[src/rtl/obmr_pkg.sv]
`timescale 1ns / 1ps

package obmr_pkg;

  localparam int unsigned MAX_GRID      = 8;
  localparam int unsigned MAX_DIMENSION = 4096;

  localparam int unsigned NUM_AREAS = MAX_GRID * MAX_GRID;
  localparam int unsigned POS_W     = $clog2(MAX_DIMENSION);
  localparam int unsigned DIM_W     = POS_W + 1;
  localparam int unsigned GIDX_W    = $clog2(MAX_GRID);
  localparam int unsigned GRID_W    = GIDX_W + 1;
  localparam int unsigned AREA_W    = $clog2(NUM_AREAS);

  // Fixed field and register widths
  localparam int unsigned PIX_W       = 8;
  localparam int unsigned SUM_W       = 32;
  localparam int unsigned DIM_CFG_W   = 13;
  localparam int unsigned GRID_CFG_W  = 4;
  localparam int unsigned CFG_W       = 13;
  localparam int unsigned CFG_IDX_W   = 2;
  localparam int unsigned INDEX_W     = 6;
  localparam int unsigned RANK_W      = 6;
  localparam int unsigned OUT_TDATA_W = 16;
  localparam int unsigned OUT_PAD_W   = OUT_TDATA_W - INDEX_W - RANK_W;

  localparam logic [DIM_CFG_W-1:0]  RESET_WIDTH  = 13'd640;
  localparam logic [DIM_CFG_W-1:0]  RESET_HEIGHT = 13'd480;
  localparam logic [GRID_CFG_W-1:0] RESET_GRID   = 4'd3;

  typedef enum logic [CFG_IDX_W-1:0] {
    REG_FRAME_WIDTH  = 2'd0,
    REG_FRAME_HEIGHT = 2'd1,
    REG_GRID_SIZE    = 2'd2
  } obmr_reg_e;

  typedef struct packed {
    logic run;
    logic div_start;
    logic div_sel_h;
    logic load_aw;
    logic load_ah;
    logic clr_i;
    logic inc_i;
    logic rd_i;
    logic clr_j;
    logic sweep;
    logic cap_sum;
    logic out_load;
  } obmr_cmd_t;

  typedef struct packed {
    logic cfg_hit;
    logic div_done;
    logic eof;
    logic sweep_end;
    logic last_area;
    logic out_taken;
  } obmr_status_t;

endpackage

[src/rtl/obmr_ctrl.sv]
`timescale 1ns / 1ps

module obmr_ctrl import obmr_pkg::*; (
  input  logic         clk_i,
  input  logic         rst_ni,
  input  obmr_status_t status_i,
  output obmr_cmd_t    cmd_o
);

  typedef enum logic [9:0] {
    S_SETW  = 10'b00_0000_0001,
    S_DIVW  = 10'b00_0000_0010,
    S_SETH  = 10'b00_0000_0100,
    S_DIVH  = 10'b00_0000_1000,
    S_RUN   = 10'b00_0001_0000,
    S_LOAD  = 10'b00_0010_0000,
    S_CAP   = 10'b00_0100_0000,
    S_SWEEP = 10'b00_1000_0000,
    S_PUT   = 10'b01_0000_0000,
    S_EMIT  = 10'b10_0000_0000
  } obmr_state_e;

  obmr_state_e state_q, state_d;

  always_comb begin
    state_d = state_q;
    cmd_o   = '0;
    unique case (state_q)
      S_SETW: begin
        cmd_o.div_start = 1'b1;
        state_d         = S_DIVW;
      end
      S_DIVW: begin
        if (status_i.div_done) begin
          cmd_o.load_aw = 1'b1;
          state_d       = S_SETH;
        end
      end
      S_SETH: begin
        cmd_o.div_start = 1'b1;
        cmd_o.div_sel_h = 1'b1;
        state_d         = S_DIVH;
      end
      S_DIVH: begin
        if (status_i.div_done) begin
          cmd_o.load_ah = 1'b1;
          state_d       = S_RUN;
        end
      end
      S_RUN: begin
        cmd_o.run = 1'b1;
        if (status_i.eof) begin
          cmd_o.clr_i = 1'b1;
          state_d     = S_LOAD;
        end
      end
      S_LOAD: begin
        cmd_o.rd_i  = 1'b1;
        cmd_o.clr_j = 1'b1;
        state_d     = S_CAP;
      end
      S_CAP: begin
        cmd_o.cap_sum = 1'b1;
        state_d       = S_SWEEP;
      end
      S_SWEEP: begin
        cmd_o.sweep = 1'b1;
        if (status_i.sweep_end) begin
          state_d = S_PUT;
        end
      end
      S_PUT: begin
        cmd_o.out_load = 1'b1;
        state_d        = S_EMIT;
      end
      S_EMIT: begin
        if (status_i.out_taken) begin
          if (status_i.last_area) begin
            state_d = S_RUN;
          end else begin
            cmd_o.inc_i = 1'b1;
            state_d     = S_LOAD;
          end
        end
      end
      default: state_d = S_SETW;
    endcase
    // a register write restarts the frame and the area size calculation
    if (status_i.cfg_hit) begin
      cmd_o   = '0;
      state_d = S_SETW;
    end
  end

  always_ff @(posedge clk_i or negedge rst_ni) begin
    if (!rst_ni) begin
      state_q <= S_SETW;
    end else begin
      state_q <= state_d;
    end
  end

endmodule

[config.mk]
export PLATFORM = sky130hd
export DESIGN_NAME = obmr_ctrl
export DESIGN_NICKNAME = d
export VERILOG_FILES = /design/src/rtl/obmr_pkg.sv /design/src/rtl/obmr_ctrl.sv
export SDC_FILE = /design/constraint.sdc
export NUM_CORES = 1
export LEC_CHECK = 0
export ABC_AREA = 1
export BUFFER_PORTS_ARGS = -buffer_cell sky130_fd_sc_hd__buf_4
export CORE_UTILIZATION = 30
export CTS_CLUSTER_SIZE = 28
export DETAILED_ROUTE_END_ITERATION = 6
export GPL_TIMING_DRIVEN = 0
export PLACE_DENSITY_LB_ADDON = 0.12
export RECOVER_POWER = 100
export SETUP_SLACK_MARGIN = 0.15
export SYNTH_ARGS = -nofsm -noshare
export SYNTH_HDL_FRONTEND = slang
export SYNTH_SLANG_ARGS = --single-unit
[constraint.sdc]
create_clock -name clk_i -period 1.9 [get_ports clk_i]
set_input_delay 0.19 -clock clk_i [delete_from_list [all_inputs] [get_ports clk_i]]
set_output_delay 0.19 -clock clk_i [all_outputs]
set_load 0.01 [all_outputs]
# Word level (Yosys, flattened, before mapping)
# Index checks and enable logic that the tools add are counted.
[totals]
register_bits = 10
input_bits = 8
output_inout_bits = 12
wordCells = 42
[classes]
n_eq_ne = 15
n_mux = 24
n_reduce_logical = 2
[ops]
columns = ["op", "n"]
rows = [
  ["$pmux W10 S10", 1],
  ["$mux W10", 6],
  ["$ne A3 B3 Y1 const B", 5],
  ["$mux W1", 14],
  ["$mux W12", 1],
  ["$eq A10 B1 Y1 const B", 1],
  ["$eq A10 B10 Y1 const B", 1],
  ["$eq A10 B2 Y1 const B", 1],
  ["$eq A10 B3 Y1 const B", 1],
  ["$eq A10 B4 Y1 const B", 1],
  ["$eq A10 B5 Y1 const B", 1],
  ["$eq A10 B6 Y1 const B", 1],
  ["$eq A10 B7 Y1 const B", 1],
  ["$eq A10 B8 Y1 const B", 1],
  ["$eq A10 B9 Y1 const B", 1],
  ["$mux W6", 1],
  ["$reduce_and A5 Y1", 1],
  ["$mux W2", 1],
  ["$reduce_or A2 Y1", 1],
]

# Depth between registers and ports, before layout
[logic_depth]
ltp_word = 4
depth_mapped = 12

# Worst setup path before layout
# No wires, ideal clock.
[synth_path]
path_kind = "reg-to-output"
startpoint = "register state_q[8]"
endpoint = "output port cmd_o[4] (netlist bit)"
arrival_time_ps = 1237
path_slack_ps = 473
path_stages_with_launch = 7
path_buffers = 1
cell_sequence = "dfrtp_1 nor2_4 inv_4 nor2_2 nand3_1 nor2_1 buf_4"
[synth_rtl]
columns = ["item", "line_no", "source"]
rows = [
  ["from (decl)", "obmr_ctrl.sv:23", "obmr_state_e state_q, state_d;"],
  ["from (signal assigned)", "obmr_ctrl.sv:99", "state_q <= state_d;"],
  ["to (decl)", "obmr_ctrl.sv:7", "output obmr_cmd_t cmd_o"],
]

==> metrics <==
Regs by FF count=state_q (10); Highest Clock Rate=561 MHz; Power, Total=0.743 mW; fin nets=179; Worst Setup Start Kind=flop; switching share of power=a little under two fifths; Synth-to-Final Area Change=40.4%; Post-Synth XOR/XNOR Area=0%; clock-pin slew on the worst setup and hold paths=0.07 ns; Mean Syn Cell Area=6.07 sq um; clk_lat worst skew=0.26 ns; leakage power=0.634 nW; routed wire length=2270 um; Hold Crit Class=in2reg; MaxCap Viol Count=0; status=finished, final reports clean; Syn Nets=147; DRC violation total after the first TritonRoute iteration=24; register name with the most flops=state_q; internal power=0.459 mW; vias in the first global route=806; slew margin rel.=58.9%; htree depth=1; RSZ-0062 raised after global routing=yes; combinational share of power=between 30 and 40%; Setup crit end kind=output pin; area leader, netlist=dfrtp_1; antenna violations before repair=0; max FFs per register=10; GPL Wtd Cong=0.817; root buffer cell=clkbuf_4; adder-cell share of the synthesized area=0%; post-synthesis cell type count=21; DR pass1 iterations=6; number of sinks on the clock net=10; Max VDD drop=slightly below 0.5 mV; simple-gate area share of the yosys netlist=between 50% and 60%; worst slew pin tran=approximately 0.6 ns; vias=935; main area contributors after synthesis=dfrtp_1, nand2_1, nor2_1; DIE AREA=around 3000 sq um; register area share after synthesis=around 30%; Setup TNS Final=0 ns; # fillers=290; Compound-Gate Fraction of Synth Area=under 10%; Clk pwr share=26.3%; synthesized flop and latch total=10; chip height=55.0 um; fin. max-slew vios=0; PD cells=628 nW/um^2; ANT nets after route=0; largest net degree at the start of global routing=11; aggregate global routing overflow=0; first-pass GRT wire length=3590 um; DR WL/cell=11.4 um; Final period util=93.7%; CP max FO=5; Post-Syn Instances=139; final setup skew=about 0.0021 ns; fraction of layout cells with a size suffix above 1=about a third; final hold violations=0; Post-Synthesis Cell Area=843 sq um; Ys Warns=0; number of port buffers=19; Psw=0.285 mW; DRC Markers=0; CTS tree=done; CTS max path bufs=2; share of the synthesized area in the top cell type=between 20% and 30%; number of I/O pins=20; arrival time worst endpoint=1.59 ns; min cycle time layout=~1.8 ns; CTS Buf Count=3; critical path type=reg2out; dpl hpwl=1770 um; FP Rows=18; Seq pwr share=33.9%; Initial Util=32.8%; Die Wd=55.0 um; largest family of logic cells by synthesized area=simple AND/OR/NAND/NOR gates; # diodes=0; mux contribution to synthesized area=0%; Register Area=251 sq um; # setup viols final=0; gr usage total=about 17%; WP data required=1.71 ns; area occupied by multi-input gates=about 550 sq um; vias per inst=between 4 and 5; Core Region=2570 sq um
[metal layers]
layer | wire, um | share of wire, % | track usage (%)
met5 | 0 | 0 | 0
met4 | 20 | 0.88 | 7.50
met3 | 83 | 3.7 | 1.64
met2 | 1020 | 45 | 25.7
met1 | 1150 | 51 | 24.7
[synth_stat cells]
cell type and number:
inv_2 1, nor2_4 2, inv_1 21, nand2_1 31, nand3_1 14, nor4_1 1, dfrtp_1 9, inv_4 1
dfstp_2 1, nor2_2 5, buf_4 1, nand2_4 1, buf_6 1, nor3_1 4, o21ai_0 3, nand3b_1 1
nand2_2 6, nor2_1 29, clkbuf_1 1, nand4_1 3, a21oi_1 3
[path summary, 6_finish.rpt]
path | to | startpoint | slack, ns | depth (start not counted)
min reg2reg | state_q[3] | state_q[3] | 0.55 | 2
max in group asynchronous | state_q[4] | rst_ni | 1.06 | 2
max | cmd_o[2] | state_q[1] | 0.12 | 6
min | state_q[8] | status_i[5] | 0.22 | 4
min in group asynchronous | state_q[1] | rst_ni | 0.45 | 2
max reg2reg | state_q[5] | state_q[0] | 0.27 | 10
[worst max-delay path: stages, from the launching register on]
cell and delay [ns]:
dfrtp_1 0.39, nor2_1 0.18, nand2_2 0.12, inv_1 0.17
nand3_1 0.13, nor2_1 0.16, clkbuf_1 0.18
[kinds of logic after synthesis]
kind of cell | Yosys count
and+or+nand+nor | 97
buffers and inverters | 26
DFF | 10
AOI/OAI and AO/OA | 6
[area by class of cell]
type / instances / area share, %
multi-input combinational: 103 / 46.4
sequential: 10 / 21.2
timing repair buffer: 27 / 16.7
tap: 30 / 3.17
clock buffer: 4 / 3.07
buffer: 3 / 1.90
inverter: 23 / 7.51
[power by group through the flow]
stage	logic (mW)	clock network, mW	registers, mW
after floorplan	0.188	0	0.254
after global placement	0.260	0	0.256
after detailed placement	0.262	0	0.256
after CTS	0.269	0.202	0.252
after global routing	0.335	0.210	0.254
final	0.296	0.196	0.252
[stage by stage]
stage	setup WS (ns)	hold slack (ns)	utilization (%)	cells	instance area, sq um
after floorplan	0.473	-0.106	-	139	843
after global placement	0.365	0.0320	39.9	188	1020
after detailed placement	0.358	0.0328	39.9	188	1020
after CTS	0.132	0.206	42.7	195	1100
after global routing	0.0662	0.217	46.1	200	1180
final	0.119	0.216	46.1	200	1180
[timing repair]
| action | 4_1_cts | 5_1_grt |
|---|---|---|
| endpoints found under the setup margin | 4 | 8 |
| resized for setup | 4 | 20 |
| buffers inserted | 2 | 5 |
| hold buffers | 1 | 0 |
| pin swaps | 4 | 11 |
| hold endpoints to repair | 10 | 0 |
[placed cells by master, fill, tap and decap left out]
cell type / count
dfrtp_1: 9
nand3_4: 1
nand3_2: 3
a21oi_1: 3
dfstp_2: 1
nor3_2: 1
nand4_1: 3
nor2_2: 5
nor3_1: 3
buf_6: 3
nand3_1: 10
nand2_4: 1
clkbuf_8: 1
nand3b_1: 1
o21ai_0: 3
nand2_1: 31
nor4_2: 1
clkbuf_1: 5
inv_2: 2
nand2_2: 6
inv_4: 1
clkbuf_4: 6
buf_4: 18
dlygate4sd3_1: 1
nor2_1: 25
inv_1: 20
nor2_4: 6
No activity file was read; power rests on OpenSTA's default activity.
