**config.mk**
```make
export PLATFORM = sky130hd
export DESIGN_NAME = obmr_dp
export DESIGN_NICKNAME = d
export VERILOG_FILES = /design/src/rtl/obmr_pkg.sv /design/src/rtl/obmr_ram.sv /design/src/rtl/obmr_div.sv /design/src/rtl/obmr_dp.sv
export SDC_FILE = /design/constraint.sdc
export NUM_CORES = 2
export LEC_CHECK = 0
export ABC_AREA = 0
export BUFFER_PORTS_ARGS = -buffer_cell sky130_fd_sc_hd__clkbuf_2
export CAP_MARGIN = 20
export CORE_ASPECT_RATIO = 0.5
export CORE_MARGIN = 2
export CORE_UTILIZATION = 25
export CTS_CLUSTER_SIZE = 28
export DETAILED_ROUTE_END_ITERATION = 6
export REMOVE_ABC_BUFFERS = 1
export SYNTH_ARGS = -nofsm -noshare
export SYNTH_HDL_FRONTEND = slang
export SYNTH_SLANG_ARGS = --single-unit
```
**constraint.sdc**
```tcl
create_clock -name clk_i -period 7.84 [get_ports clk_i]
set_clock_uncertainty 0.1 [all_clocks]
set_input_delay 0.784 -clock clk_i [delete_from_list [all_inputs] [get_ports clk_i]]
set_output_delay 0.784 -clock clk_i [all_outputs]
set_load 0.05 [all_outputs]
```
**src/rtl/obmr_pkg.sv**
```systemverilog
`timescale 1ns / 1ps

package obmr_pkg;

  localparam int unsigned MAX_GRID      = 8;
  localparam int unsigned MAX_DIMENSION = 4096;

  localparam int unsigned NUM_AREAS = MAX_GRID * MAX_GRID;
  localparam int unsigned POS_W     = $clog2(MAX_DIMENSION);
  localparam int unsigned DIM_W     = POS_W + 1;
  localparam int unsigned GIDX_W    = $clog2(MAX_GRID);
  localparam int unsigned GRID_W    = GIDX_W + 1;
  localparam int unsigned AREA_W    = $clog2(NUM_AREAS);

  // Fixed field and register widths
  localparam int unsigned PIX_W       = 8;
  localparam int unsigned SUM_W       = 32;
  localparam int unsigned DIM_CFG_W   = 13;
  localparam int unsigned GRID_CFG_W  = 4;
  localparam int unsigned CFG_W       = 13;
  localparam int unsigned CFG_IDX_W   = 2;
  localparam int unsigned INDEX_W     = 6;
  localparam int unsigned RANK_W      = 6;
  localparam int unsigned OUT_TDATA_W = 16;
  localparam int unsigned OUT_PAD_W   = OUT_TDATA_W - INDEX_W - RANK_W;

  localparam logic [DIM_CFG_W-1:0]  RESET_WIDTH  = 13'd640;
  localparam logic [DIM_CFG_W-1:0]  RESET_HEIGHT = 13'd480;
  localparam logic [GRID_CFG_W-1:0] RESET_GRID   = 4'd3;

  typedef enum logic [CFG_IDX_W-1:0] {
    REG_FRAME_WIDTH  = 2'd0,
    REG_FRAME_HEIGHT = 2'd1,
    REG_GRID_SIZE    = 2'd2
  } obmr_reg_e;

  typedef struct packed {
    logic run;
    logic div_start;
    logic div_sel_h;
    logic load_aw;
    logic load_ah;
    logic clr_i;
    logic inc_i;
    logic rd_i;
    logic clr_j;
    logic sweep;
    logic cap_sum;
    logic out_load;
  } obmr_cmd_t;

  typedef struct packed {
    logic cfg_hit;
    logic div_done;
    logic eof;
    logic sweep_end;
    logic last_area;
    logic out_taken;
  } obmr_status_t;

endpackage

```
**src/rtl/obmr_ram.sv**
```systemverilog
`timescale 1ns / 1ps

module obmr_ram #(
  parameter int unsigned WIDTH = 32,
  parameter int unsigned DEPTH = 64,
  parameter int unsigned ADDR_W = $clog2(DEPTH)
) (
  input  logic              clk_i,
  input  logic              we_i,
  input  logic [ADDR_W-1:0] waddr_i,
  input  logic [WIDTH-1:0]  wdata_i,
  input  logic [ADDR_W-1:0] raddr_i,
  output logic [WIDTH-1:0]  rdata_o
);

  logic [WIDTH-1:0] mem_q [DEPTH];
  logic [WIDTH-1:0] rdata_q;

  always_ff @(posedge clk_i) begin
    if (we_i) begin
      mem_q[waddr_i] <= wdata_i;
    end
    rdata_q <= mem_q[raddr_i];
  end

  assign rdata_o = rdata_q;

endmodule

```
**src/rtl/obmr_div.sv**
```systemverilog
`timescale 1ns / 1ps

// Restoring divider, one quotient bit per cycle.
module obmr_div import obmr_pkg::*; (
  input  logic              clk_i,
  input  logic              rst_ni,
  input  logic              start_i,
  input  logic [DIM_W-1:0]  dividend_i,
  input  logic [GRID_W-1:0] divisor_i,
  output logic [DIM_W-1:0]  quotient_o,
  output logic              done_o
);

  localparam int unsigned CNT_W = $clog2(DIM_W + 1);

  logic [CNT_W-1:0]  cnt_q, cnt_d;
  logic [DIM_W-1:0]  quo_q, quo_d;
  logic [GRID_W-1:0] rem_q, rem_d;
  logic [GRID_W-1:0] dsr_q, dsr_d;
  logic [GRID_W:0]   trial;
  logic              fits;

  assign trial = {rem_q, quo_q[DIM_W-1]};
  assign fits  = trial >= {1'b0, dsr_q};

  always_comb begin
    cnt_d = cnt_q;
    quo_d = quo_q;
    rem_d = rem_q;
    dsr_d = dsr_q;
    if (start_i) begin
      cnt_d = CNT_W'(DIM_W);
      quo_d = dividend_i;
      rem_d = '0;
      dsr_d = divisor_i;
    end else if (cnt_q != '0) begin
      cnt_d = cnt_q - CNT_W'(1);
      quo_d = {quo_q[DIM_W-2:0], fits};
      if (fits) begin
        rem_d = GRID_W'(trial - {1'b0, dsr_q});
      end else begin
        rem_d = trial[GRID_W-1:0];
      end
    end
  end

  always_ff @(posedge clk_i or negedge rst_ni) begin
    if (!rst_ni) begin
      cnt_q <= '0;
    end else begin
      cnt_q <= cnt_d;
    end
  end

  always_ff @(posedge clk_i) begin
    quo_q <= quo_d;
    rem_q <= rem_d;
    dsr_q <= dsr_d;
  end

  assign quotient_o = quo_q;
  assign done_o     = (cnt_q == '0);

endmodule

```
**src/rtl/obmr_dp.sv**
```systemverilog
`timescale 1ns / 1ps

module obmr_dp import obmr_pkg::*; (
  input  logic                   clk_i,
  input  logic                   rst_ni,
  input  logic                   s_axis_tvalid_i,
  output logic                   s_axis_tready_o,
  input  logic [PIX_W-1:0]       s_axis_tdata_i,
  output logic                   m_axis_tvalid_o,
  input  logic                   m_axis_tready_i,
  output logic [OUT_TDATA_W-1:0] m_axis_tdata_o,
  output logic                   m_axis_tlast_o,
  input  logic                   cfg_we_i,
  input  logic [CFG_IDX_W-1:0]   cfg_idx_i,
  input  logic [CFG_W-1:0]       cfg_data_i,
  input  obmr_cmd_t              cmd_i,
  output obmr_status_t           status_o
);

  function automatic logic [DIM_W-1:0] clamp_dim(input logic [DIM_CFG_W-1:0] v);
    if (v == '0) begin
      return DIM_W'(1);
    end
    if (32'(v) > MAX_DIMENSION) begin
      return DIM_W'(MAX_DIMENSION);
    end
    return DIM_W'(v);
  endfunction

  function automatic logic [GRID_W-1:0] clamp_grid(input logic [GRID_CFG_W-1:0] v);
    if (v == '0) begin
      return GRID_W'(1);
    end
    if (32'(v) > MAX_GRID) begin
      return GRID_W'(MAX_GRID);
    end
    return GRID_W'(v);
  endfunction

  // Configuration
  logic [DIM_CFG_W-1:0]  width_q, height_q;
  logic [GRID_CFG_W-1:0] grid_q;
  logic                  cfg_hit;

  assign cfg_hit = cfg_we_i && ((cfg_idx_i == REG_FRAME_WIDTH) ||
                                (cfg_idx_i == REG_FRAME_HEIGHT) ||
                                (cfg_idx_i == REG_GRID_SIZE));

  always_ff @(posedge clk_i or negedge rst_ni) begin
    if (!rst_ni) begin
      width_q  <= RESET_WIDTH;
      height_q <= RESET_HEIGHT;
      grid_q   <= RESET_GRID;
    end else if (cfg_we_i) begin
      unique case (cfg_idx_i)
        REG_FRAME_WIDTH:  width_q  <= cfg_data_i[DIM_CFG_W-1:0];
        REG_FRAME_HEIGHT: height_q <= cfg_data_i[DIM_CFG_W-1:0];
        REG_GRID_SIZE:    grid_q   <= cfg_data_i[GRID_CFG_W-1:0];
        default: ;
      endcase
    end
  end

  logic [DIM_W-1:0]    w_eff, h_eff;
  logic [GRID_W-1:0]   g_eff;
  logic [2*GRID_W-1:0] area_cnt, area_cnt_m1;
  logic [AREA_W-1:0]   nm1;

  assign w_eff       = clamp_dim(width_q);
  assign h_eff       = clamp_dim(height_q);
  assign g_eff       = clamp_grid(grid_q);
  assign area_cnt    = (2*GRID_W)'(g_eff) * (2*GRID_W)'(g_eff);
  assign area_cnt_m1 = area_cnt - (2*GRID_W)'(1);
  assign nm1         = area_cnt_m1[AREA_W-1:0];

  // Area size: frame dimension over grid size
  logic [DIM_W-1:0] quo;
  logic             div_done;
  logic [DIM_W-1:0] aw_q, ah_q;

  obmr_div u_div (
    .clk_i      (clk_i),
    .rst_ni     (rst_ni),
    .start_i    (cmd_i.div_start),
    .dividend_i (cmd_i.div_sel_h ? h_eff : w_eff),
    .divisor_i  (g_eff),
    .quotient_o (quo),
    .done_o     (div_done)
  );

  always_ff @(posedge clk_i or negedge rst_ni) begin
    if (!rst_ni) begin
      aw_q <= '0;
      ah_q <= '0;
    end else begin
      if (cmd_i.load_aw) begin
        aw_q <= quo;
      end
      if (cmd_i.load_ah) begin
        ah_q <= quo;
      end
    end
  end

  logic degen;
  assign degen = (aw_q == '0) || (ah_q == '0);

  // Pixel position tracking
  logic [POS_W-1:0]  col_q, row_q, sub_col_q, sub_row_q;
  logic [GRID_W-1:0] ac_q, ar_q;
  logic [AREA_W:0]   row_base_q;
  logic              accept, eol, last_row, eof;
  logic              col_end_area, row_end_area, area_done, in_grid, acc_en;

  assign accept       = s_axis_tvalid_i && cmd_i.run;
  assign eol          = (DIM_W'(col_q) + DIM_W'(1)) >= w_eff;
  assign last_row     = (DIM_W'(row_q) + DIM_W'(1)) >= h_eff;
  assign eof          = accept && eol && last_row;
  assign col_end_area = DIM_W'(sub_col_q) == (aw_q - DIM_W'(1));
  assign row_end_area = DIM_W'(sub_row_q) == (ah_q - DIM_W'(1));
  assign area_done    = col_end_area && row_end_area;
  assign in_grid      = !degen && (ac_q < g_eff) && (ar_q < g_eff);
  assign acc_en       = accept && in_grid;

  always_ff @(posedge clk_i or negedge rst_ni) begin
    if (!rst_ni) begin
      col_q      <= '0;
      row_q      <= '0;
      sub_col_q  <= '0;
      sub_row_q  <= '0;
      ac_q       <= '0;
      ar_q       <= '0;
      row_base_q <= '0;
    end else if (cfg_hit || eof) begin
      col_q      <= '0;
      row_q      <= '0;
      sub_col_q  <= '0;
      sub_row_q  <= '0;
      ac_q       <= '0;
      ar_q       <= '0;
      row_base_q <= '0;
    end else if (accept) begin
      if (eol) begin
        col_q     <= '0;
        sub_col_q <= '0;
        ac_q      <= '0;
        row_q     <= row_q + POS_W'(1);
        if (row_end_area) begin
          sub_row_q <= '0;
          if (ar_q < g_eff) begin
            ar_q       <= ar_q + GRID_W'(1);
            row_base_q <= row_base_q + (AREA_W+1)'(g_eff);
          end
        end else begin
          sub_row_q <= sub_row_q + POS_W'(1);
        end
      end else begin
        col_q <= col_q + POS_W'(1);
        if (col_end_area) begin
          sub_col_q <= '0;
          if (ac_q < g_eff) begin
            ac_q <= ac_q + GRID_W'(1);
          end
        end else begin
          sub_col_q <= sub_col_q + POS_W'(1);
        end
      end
    end
  end

  // One partial sum per area column of the current area row; an area's
  // sum goes to the RAM on its last pixel.
  logic [SUM_W-1:0]  row_sum_q [MAX_GRID];
  logic [GIDX_W-1:0] aci;
  logic [SUM_W-1:0]  acc;
  logic [AREA_W:0]   wr_full;

  assign aci     = ac_q[GIDX_W-1:0];
  assign acc     = row_sum_q[aci] + SUM_W'(s_axis_tdata_i);
  assign wr_full = row_base_q + (AREA_W+1)'(ac_q);

  always_ff @(posedge clk_i or negedge rst_ni) begin
    if (!rst_ni) begin
      for (int k = 0; k < MAX_GRID; k++) begin
        row_sum_q[k] <= '0;
      end
    end else if (cfg_hit || eof) begin
      for (int k = 0; k < MAX_GRID; k++) begin
        row_sum_q[k] <= '0;
      end
    end else if (acc_en) begin
      row_sum_q[aci] <= area_done ? '0 : acc;
    end
  end

  // Area sum store and rank sweep
  logic [AREA_W-1:0] i_q, j_q, rd_addr;
  logic [SUM_W-1:0]  rdata, sum_i_q;
  logic [RANK_W-1:0] rank_q;

  assign rd_addr = cmd_i.rd_i ? i_q : (cmd_i.sweep ? j_q + AREA_W'(1) : j_q);

  obmr_ram #(
    .WIDTH (SUM_W),
    .DEPTH (NUM_AREAS)
  ) u_sums (
    .clk_i   (clk_i),
    .we_i    (acc_en && area_done),
    .waddr_i (wr_full[AREA_W-1:0]),
    .wdata_i (acc),
    .raddr_i (rd_addr),
    .rdata_o (rdata)
  );

  always_ff @(posedge clk_i or negedge rst_ni) begin
    if (!rst_ni) begin
      i_q    <= '0;
      j_q    <= '0;
      rank_q <= '0;
    end else begin
      if (cmd_i.clr_i) begin
        i_q <= '0;
      end else if (cmd_i.inc_i) begin
        i_q <= i_q + AREA_W'(1);
      end
      if (cmd_i.clr_j) begin
        j_q <= '0;
      end else if (cmd_i.sweep) begin
        j_q <= j_q + AREA_W'(1);
      end
      if (cmd_i.cap_sum) begin
        rank_q <= '0;
      end else if (cmd_i.sweep && !degen && (rdata < sum_i_q)) begin
        rank_q <= rank_q + RANK_W'(1);
      end
    end
  end

  always_ff @(posedge clk_i) begin
    if (cmd_i.cap_sum) begin
      sum_i_q <= rdata;
    end
  end

  // Output register
  logic              out_valid_q;
  logic [INDEX_W-1:0] out_idx_q;
  logic [RANK_W-1:0] out_rank_q;
  logic              out_last_q;
  logic              out_taken;

  assign out_taken = out_valid_q && m_axis_tready_i;

  always_ff @(posedge clk_i or negedge rst_ni) begin
    if (!rst_ni) begin
      out_valid_q <= 1'b0;
    end else if (cfg_hit) begin
      out_valid_q <= 1'b0;
    end else if (cmd_i.out_load) begin
      out_valid_q <= 1'b1;
    end else if (out_taken) begin
      out_valid_q <= 1'b0;
    end
  end

  always_ff @(posedge clk_i) begin
    if (cmd_i.out_load) begin
      out_idx_q  <= INDEX_W'(i_q);
      out_rank_q <= rank_q;
      out_last_q <= (i_q == nm1);
    end
  end

  assign s_axis_tready_o = cmd_i.run;
  assign m_axis_tvalid_o = out_valid_q;
  assign m_axis_tdata_o  = {{OUT_PAD_W{1'b0}}, out_rank_q, out_idx_q};
  assign m_axis_tlast_o  = out_last_q;

  assign status_o.cfg_hit   = cfg_hit;
  assign status_o.div_done  = div_done;
  assign status_o.eof       = eof;
  assign status_o.sweep_end = (j_q == nm1);
  assign status_o.last_area = (i_q == nm1);
  assign status_o.out_taken = out_taken;

endmodule

```
# ---- Word level (Yosys, flattened, before mapping)
# Memories as Yosys holds them, arrays and structs flattened. A register that Yosys moved wholly into a read port is not among the register bits.
# Cells that the tools add are included.
dict set report totals {
  regBits 464
  mem_bits_rw 2048
  inputBits 40
  out_inout_bits 25
  elab_cells 191
  n_memories 1
}
dict set report classes {
  n_addsub 19
  mul 1
  magnitude_cmp 11
  n_eq_ne 6
  mux 77
  n_bitwise 1
  n_reduce_logical 43
}
# memory words word_bits read_ports rd_ports_with_merged_regs write_ports line
set mem_list {}
lappend mem_list {u_sums.mem_q 64 32 1 1 1 obmr_ram.sv:16} ;# logic [WIDTH-1:0] mem_q [DEPTH];
# op n
set op_table {}
lappend op_table {{2-to-1 mux 256 bit} 2}
lappend op_table {{bitwise mux 256 bit} 1}
lappend op_table {{2-to-1 mux 12 bit} 14}
lappend op_table {{2-to-1 mux 13 bit} 11}
lappend op_table {{2-to-1 mux 32 bit} 4}
lappend op_table {{binary-select mux 32 bit (select 3 bit)} 1}
lappend op_table {{demux 32 bit (select 3 bit)} 1}
lappend op_table {{2-to-1 mux 4 bit} 17}
lappend op_table {{logical NOT 13 bit} 4}
lappend op_table {{adder 12 x 1 -> 12 bit, second input constant} 4}
lappend op_table {{2-to-1 mux 6 bit} 7}
lappend op_table {{2-to-1 mux 7 bit} 5}
lappend op_table {{adder 32 x 8 -> 32 bit} 1}
lappend op_table {{less-than comparator 32 bit} 1}
lappend op_table {{adder 12 x 1 -> 13 bit, second input constant} 2}
lappend op_table {{equality test 12 x 13 -> 1 bit} 2}
lappend op_table {{greater-or-equal comparator 13 bit} 2}
lappend op_table {{> comparator 13 bit, second input constant} 2}
lappend op_table {{subtractor 13 x 1 -> 13 bit, second input constant} 2}
lappend op_table {{adder 6 x 1 -> 6 bit, second input constant} 3}
lappend op_table {{nonzero test 2 bit} 8}
lappend op_table {{2-to-1 mux 1 bit} 14}
lappend op_table {{logical AND 1 bit} 13}
lappend op_table {{equality test 6 bit} 2}
lappend op_table {{24 further kinds} 35}

# ---- Depth between registers and ports, before layout
dict set report logic_depth {
  depth_word 12
  mapped_depth 21
  ltp_nobuf 16
}

# ---- Modules after synthesis
# From an unflattened synthesis, not the netlist that was laid out.
dict set report hier_totals {
  cells_unflattened 5701
  hier_area_um2 102922.5
}
# mod n_inst cells_per_inst area_per_inst_um2 seq_area_each_um2
set modules_own_cells {}
lappend modules_own_cells {obmr_ram 1 3324 78515.3 62139.6}
lappend modules_own_cells {obmr_dp 1 2283 23161.0 11195.7}
lappend modules_own_cells {obmr_div 1 94 1246.2 690.7}

# ---- Worst setup path before layout
# No wires, ideal clock.
dict set report synth_path {
  kind {register to register}
  start {register ac_q[1]}
  end {register row_sum_q[246] (netlist bit)}
  setup_time_ns 0.095
  arrival_time_ns 6.764
  t_required_ns 7.645
  slack_ns 0.881
  stages_incl_launch_ff 19
  path_buffers 5
  synth_period_minus_slack_ns 6.959
  cell_sequence {dfrtp_1 -> clkbuf_2 -> buf_4 -> buf_2 -> buf_1 -> clkbuf_1 -> mux4_2 -> nand2_1 -> nand2_1 -> ha_1 -> nand2_1 -> o21ai_0 -> o21ai_0 -> nor4b_1 -> nand3_1 -> and4b_1 -> xor2_1 -> nand2_1 -> o21ai_0}
}
dict set report synth_via {
  elab_chain_cells 9
  word_cells_on_any_way 19
  classes_between {1 x add/sub; 3 x order compare; 9 x mux; 1 x bitwise; 5 x reduce/logical}
}
# item line
set synth_lines {}
lappend synth_lines {{start, declared} obmr_dp.sv:110} ;# logic [GRID_W-1:0] ac_q, ar_q;
lappend synth_lines {{start signal, assigned} obmr_dp.sv:162} ;# ac_q <= ac_q + GRID_W'(1);
lappend synth_lines {{inverter 3 -> 4 bit (not written as such)} obmr_dp.sv:179} ;# assign acc = row_sum_q[aci] + SUM_W'(s_axis_tdata_i);
lappend synth_lines {{binary-select mux 32 bit (select 3 bit)} obmr_dp.sv:179}
lappend synth_lines {{2-to-1 mux 32 bit (not written as such) (2 in a row)} obmr_dp.sv:179}
lappend synth_lines {{adder 32 x 8 -> 32 bit} obmr_dp.sv:179}
lappend synth_lines {{named net acc[22]} obmr_dp.sv:175} ;# logic [SUM_W-1:0] acc;
lappend synth_lines {{2-to-1 mux 32 bit} obmr_dp.sv:192} ;# row_sum_q[aci] <= area_done ? '0 : acc;
lappend synth_lines {{bitwise mux 256 bit} obmr_dp.sv:192}
lappend synth_lines {{2-to-1 mux 256 bit} obmr_dp.sv:191} ;# end else if (acc_en) begin
lappend synth_lines {{2-to-1 mux 256 bit} obmr_dp.sv:187} ;# end else if (cfg_hit || eof) begin
lappend synth_lines {{end signal, assigned by index} obmr_dp.sv:192}
lappend synth_lines {{end, declared} obmr_dp.sv:173} ;# logic [SUM_W-1:0] row_sum_q [MAX_GRID];
# The timed path passes the listed nets, and every way through them passes these cells. The select of a mux whose other input is x is not followed.
# A chain may end at the register's enable or synchronous reset.

# ---- Worst setup path after layout
dict set report layout_path {
  start {register ac_q[2]}
  end {register row_sum_q[210] (netlist bit)}
}
# Same word-level chain as after synthesis.

==> flow_metrics.tcl <==
set metrics [dict create \
    rsz0062_at_grt "false" \
    r2r_slack_ps 1670 \
    setup_viol 0 \
    netlist.top_cell.by_area "edfxtp_1" \
    die_w_um 915.9 \
    yosysTopAreaCellShare_pct 60.96 \
    placed_cell_area_sq_um 112700 \
    dpl.hpwl_um 168500 \
    grt_pass1_wl_um 407700 \
    drc 5 \
    slowest_stage "xor2_4" \
    power.switching_mw 7.126 \
    core_region_area_sq_um 413900 \
    first_iter_violations 6706 \
    leakagePower_nw 40.23 \
    synth-xor-area-share_pct 1.020 \
    fin_crit_sh_pct 78.75 \
    sw_frac_of_total_pct 23.11 \
    worstPathArrival_ps 6890 \
    clk_path_buf_depth 4 \
    post-route-min-period_ps 6174 \
    worstHoldEndpoint "width_q[7]" \
    crit_path_frequent_cell "o21ai_0" \
    slew-limit-headroom_pct 22.25 \
    synth_top_family_by_area "multiplexers" \
    synth_most_common_cell "edfxtp_1" \
    ir_drop_uv 157.9 \
    r2r_cells 14 \
    io_pins 65 \
    p_comb_share_pct 9.0 \
    initial_utilization_pct 25.11 \
    numPortBuffers 60 \
    synth_area_leaders "edfxtp_1 (61%), mux4_2 (11%), dfrtp_1 (9.4%)" \
    synthAdderAreaFrac_pct 1.257 \
    die_h_um 459.9 \
    crit_path_end_kind "register" \
    wl_per_cell_um 23.41 \
    grt_max_degree 185 \
    grtUsageTotal_pct 12.96 \
    violations "design-rule violations" \
    crit_start "ac_q[2]" \
    cts.clk_slew.worst_paths_ps 60 \
    grt_overflow 0 \
    min_from "cfg_data_i[7]" \
    antenna_left 0 \
    synthCells 6050 \
    syn_to_final_growth_pct 17.16 \
    cpPeakStageDelay_ps 870 \
    firstDrtPassIters 7 \
    timing.rr.start "ac_q[2]" \
    synthMuxAreaShare_pct 14.80 \
    dieArea_sq_um 421200 \
    final_hold_viol_count 0 \
    netlist_area_sq_um 103900 \
    first_global_vias 57050 \
    numCtsBuffers 282 \
    cts_tree "built" \
    synth_compound_area_share_pct 4.790 \
    cts_root_buffer "clkbuf_16" \
    final_area_sq_um 121800 \
    synth_seq_cells 2543 \
    min_path_type "in2reg" \
    seq_area_frac_synth_pct 71.22 \
    min_path_cells 2 \
    path_max_fanout 41 \
    viasPerCell 4.784 \
    clkPwrFrac_pct 41.8 \
    antenna_found_initial 11 \
    wl_um 282000 \
    synth-main-ff-cell "edfxtp_1" \
    h-tree-depth 5 \
    p_seq_share_pct 49.2 \
    finalMaxSlewViolations 0 \
    required_ps 8560 \
    yosysWarnings 0 \
    cp-start-kind "register" \
    rr_endpoint "row_sum_q[210]" \
    clk_latency_ps 920 \
    cap_violations 0 \
    std_cell_rows 167 \
    via_count 57610 \
    drive_above_1_share_pct 22.96 \
    synth-simple-area-share_pct 5.222 \
    cp_cell_sequence "inv_1 -> o22ai_1 -> ha_2 -> fa_2 -> a21oi_1 -> o21ai_0 -> o21ai_0 -> nor4b_1 -> buf_4 -> nand3_1 -> nor2_1 -> xor2_4 -> nand2_1 -> o21ai_0" \
    final_nets 6401 \
    p_int_mw 23.71 \
    clock.fmax_ghz 0.1620 \
    ys_top_cells_by_count "edfxtp_1 (2,110), mux4_2 (529), nand2_1 (484)" \
    gp_congestion 0.8314 \
    dp.cells 11540 \
    synthArstFlopShare_pct 15.61 \
    tightest_slew_ps 1163 \
    power_density_nw_per_um2 253.3 \
    clock-sinks 2543 \
    crit_type "reg2reg" \
    synth_edf_count 2110 \
    finalNonFillerCells 12040 \
    avgSynthCellArea_sq_um 17.18 \
    synth.distinct_cells 87 \
    status "finished, violations left" \
]
## worst max-delay path: cells and delay by family, from the launching register on
kind | cells | cell delay [ps]
buffers and inverters | 2 | 780
AO/OA/AOI/OAI | 5 | 1560
AND/OR/NAND/NOR | 4 | 1310
adder cells (fa/ha/maj) | 2 | 550
flip-flops | 1 | 830
XOR/XNOR | 1 | 870
## cell type report
class / count / area (sq um)
fill: 40390 / 292200
multi-input combinational: 3084 / 29140
timing repair buffer: 283 / 2475
antenna: 6 / 15.01
sequential: 2543 / 74030
clock inverter: 116 / 1109
tap: 5577 / 6978
inverter: 65 / 244.0
clock buffer: 369 / 7776
## stage by stage
stage	hold WS [ps]	worst slack (ps)	TNS, ps	power, mW	utilization (%)
floorplan	299.5	-43170	-1616500	18.44	-
global placement	323.8	1787	0	18.20	27.16
detailed placement	321.8	1726	0	18.25	27.22
CTS	1.053	1753	0	31.07	29.38
global route	20.28	1213	0	31.80	29.42
finish	58.18	1666	0	30.84	29.42
## placed cells by master (no fill, tap or decap), types with 37 or more instances in the layout
cell type  Yosys  final
mux2i_1      199    195
ha_1          98     97
nor2b_1       65     62
o21ai_0      236    236
dfrtp_1      389    386
a21oi_1      345    345
clkinv_1       2     37
xor2_1        55     44
xnor2_1       66     50
clkbuf_2       1     59
nand2_1      484    484
clkbuf_1     240     59
inv_1         63     63
clkbuf_16      0    292
nand3_1      214    211
buf_4         14    178
mux4_2       529    529
nor2_4         0     67
clkinv_2       0     46
nor2_1       193    124
a221oi_1      41     41
edfxtp_1    2110   2110
a211oi_1      40     40
mux2_2       131    130
## power by group through the flow
stage / Clock, mW / Sequential (mW) / Combinational [mW]
final: 12.9 / 15.2 / 2.79
after global routing: 13.6 / 15.2 / 3.03
after CTS: 13.1 / 15.2 / 2.82
after detailed placement: 0 / 15.4 / 2.81
after global placement: 0 / 15.4 / 2.76
after floorplan: 0 / 15.4 / 3.05
## sequential cells by signal, summed over array words and instances, names as in the netlist, 13 cells and up
register	flops
width_q	13
height_q	13
u_sums.rdata_o	32
ah_q	13
u_sums.mem_q	2048
sum_i_q	32
aw_q	13
row_sum_q	256
u_div.quotient_o	13
## kinds of logic (layout without fill, tap and decap cells)
| kind of cell | Yosys count | after routing |
|---|---|---|
| compound gates | 836 | 836 |
| fa+ha+maj | 102 | 102 |
| xor+xnor | 121 | 121 |
| flops | 2543 | 2543 |
| buf+inv | 426 | 833 |
| other cells | 1 | 10 |
| simple gates | 1162 | 1162 |
| mux | 859 | 859 |
## how the worst max path moves through the flow
stage | depth (start not counted) | slack, ps | to
2_1_floorplan | 6 | -43170 | u_sums.rdata_o[29]
3_3_place_gp | 16 | 1790 | row_sum_q[178]
3_5_place_dp | 16 | 1730 | row_sum_q[242]
4_1_cts | 14 | 1750 | row_sum_q[210]
5_1_grt | 18 | 1210 | row_sum_q[242]
6_report | 14 | 1670 | row_sum_q[210]
## per-layer routing
metal / global-route usage [%] / part of all wire (%) / vias up
met5: 0 / 0.0046 / -
met4: 4.104 / 3.1 / 2
met3: 2.180 / 7.5 / 476
met2: 20.68 / 46 / 2397
met1: 18.07 / 43 / 30440
li1: - / - / 24300
## repair_timing
item                                    CTS  global route
hold buffers                              7             0
setup buffers                             0             0
resized for setup                         0             0
hold endpoints to repair                 62             0
endpoints found under the setup margin    0             0
(Power assumes the default switching activity.)
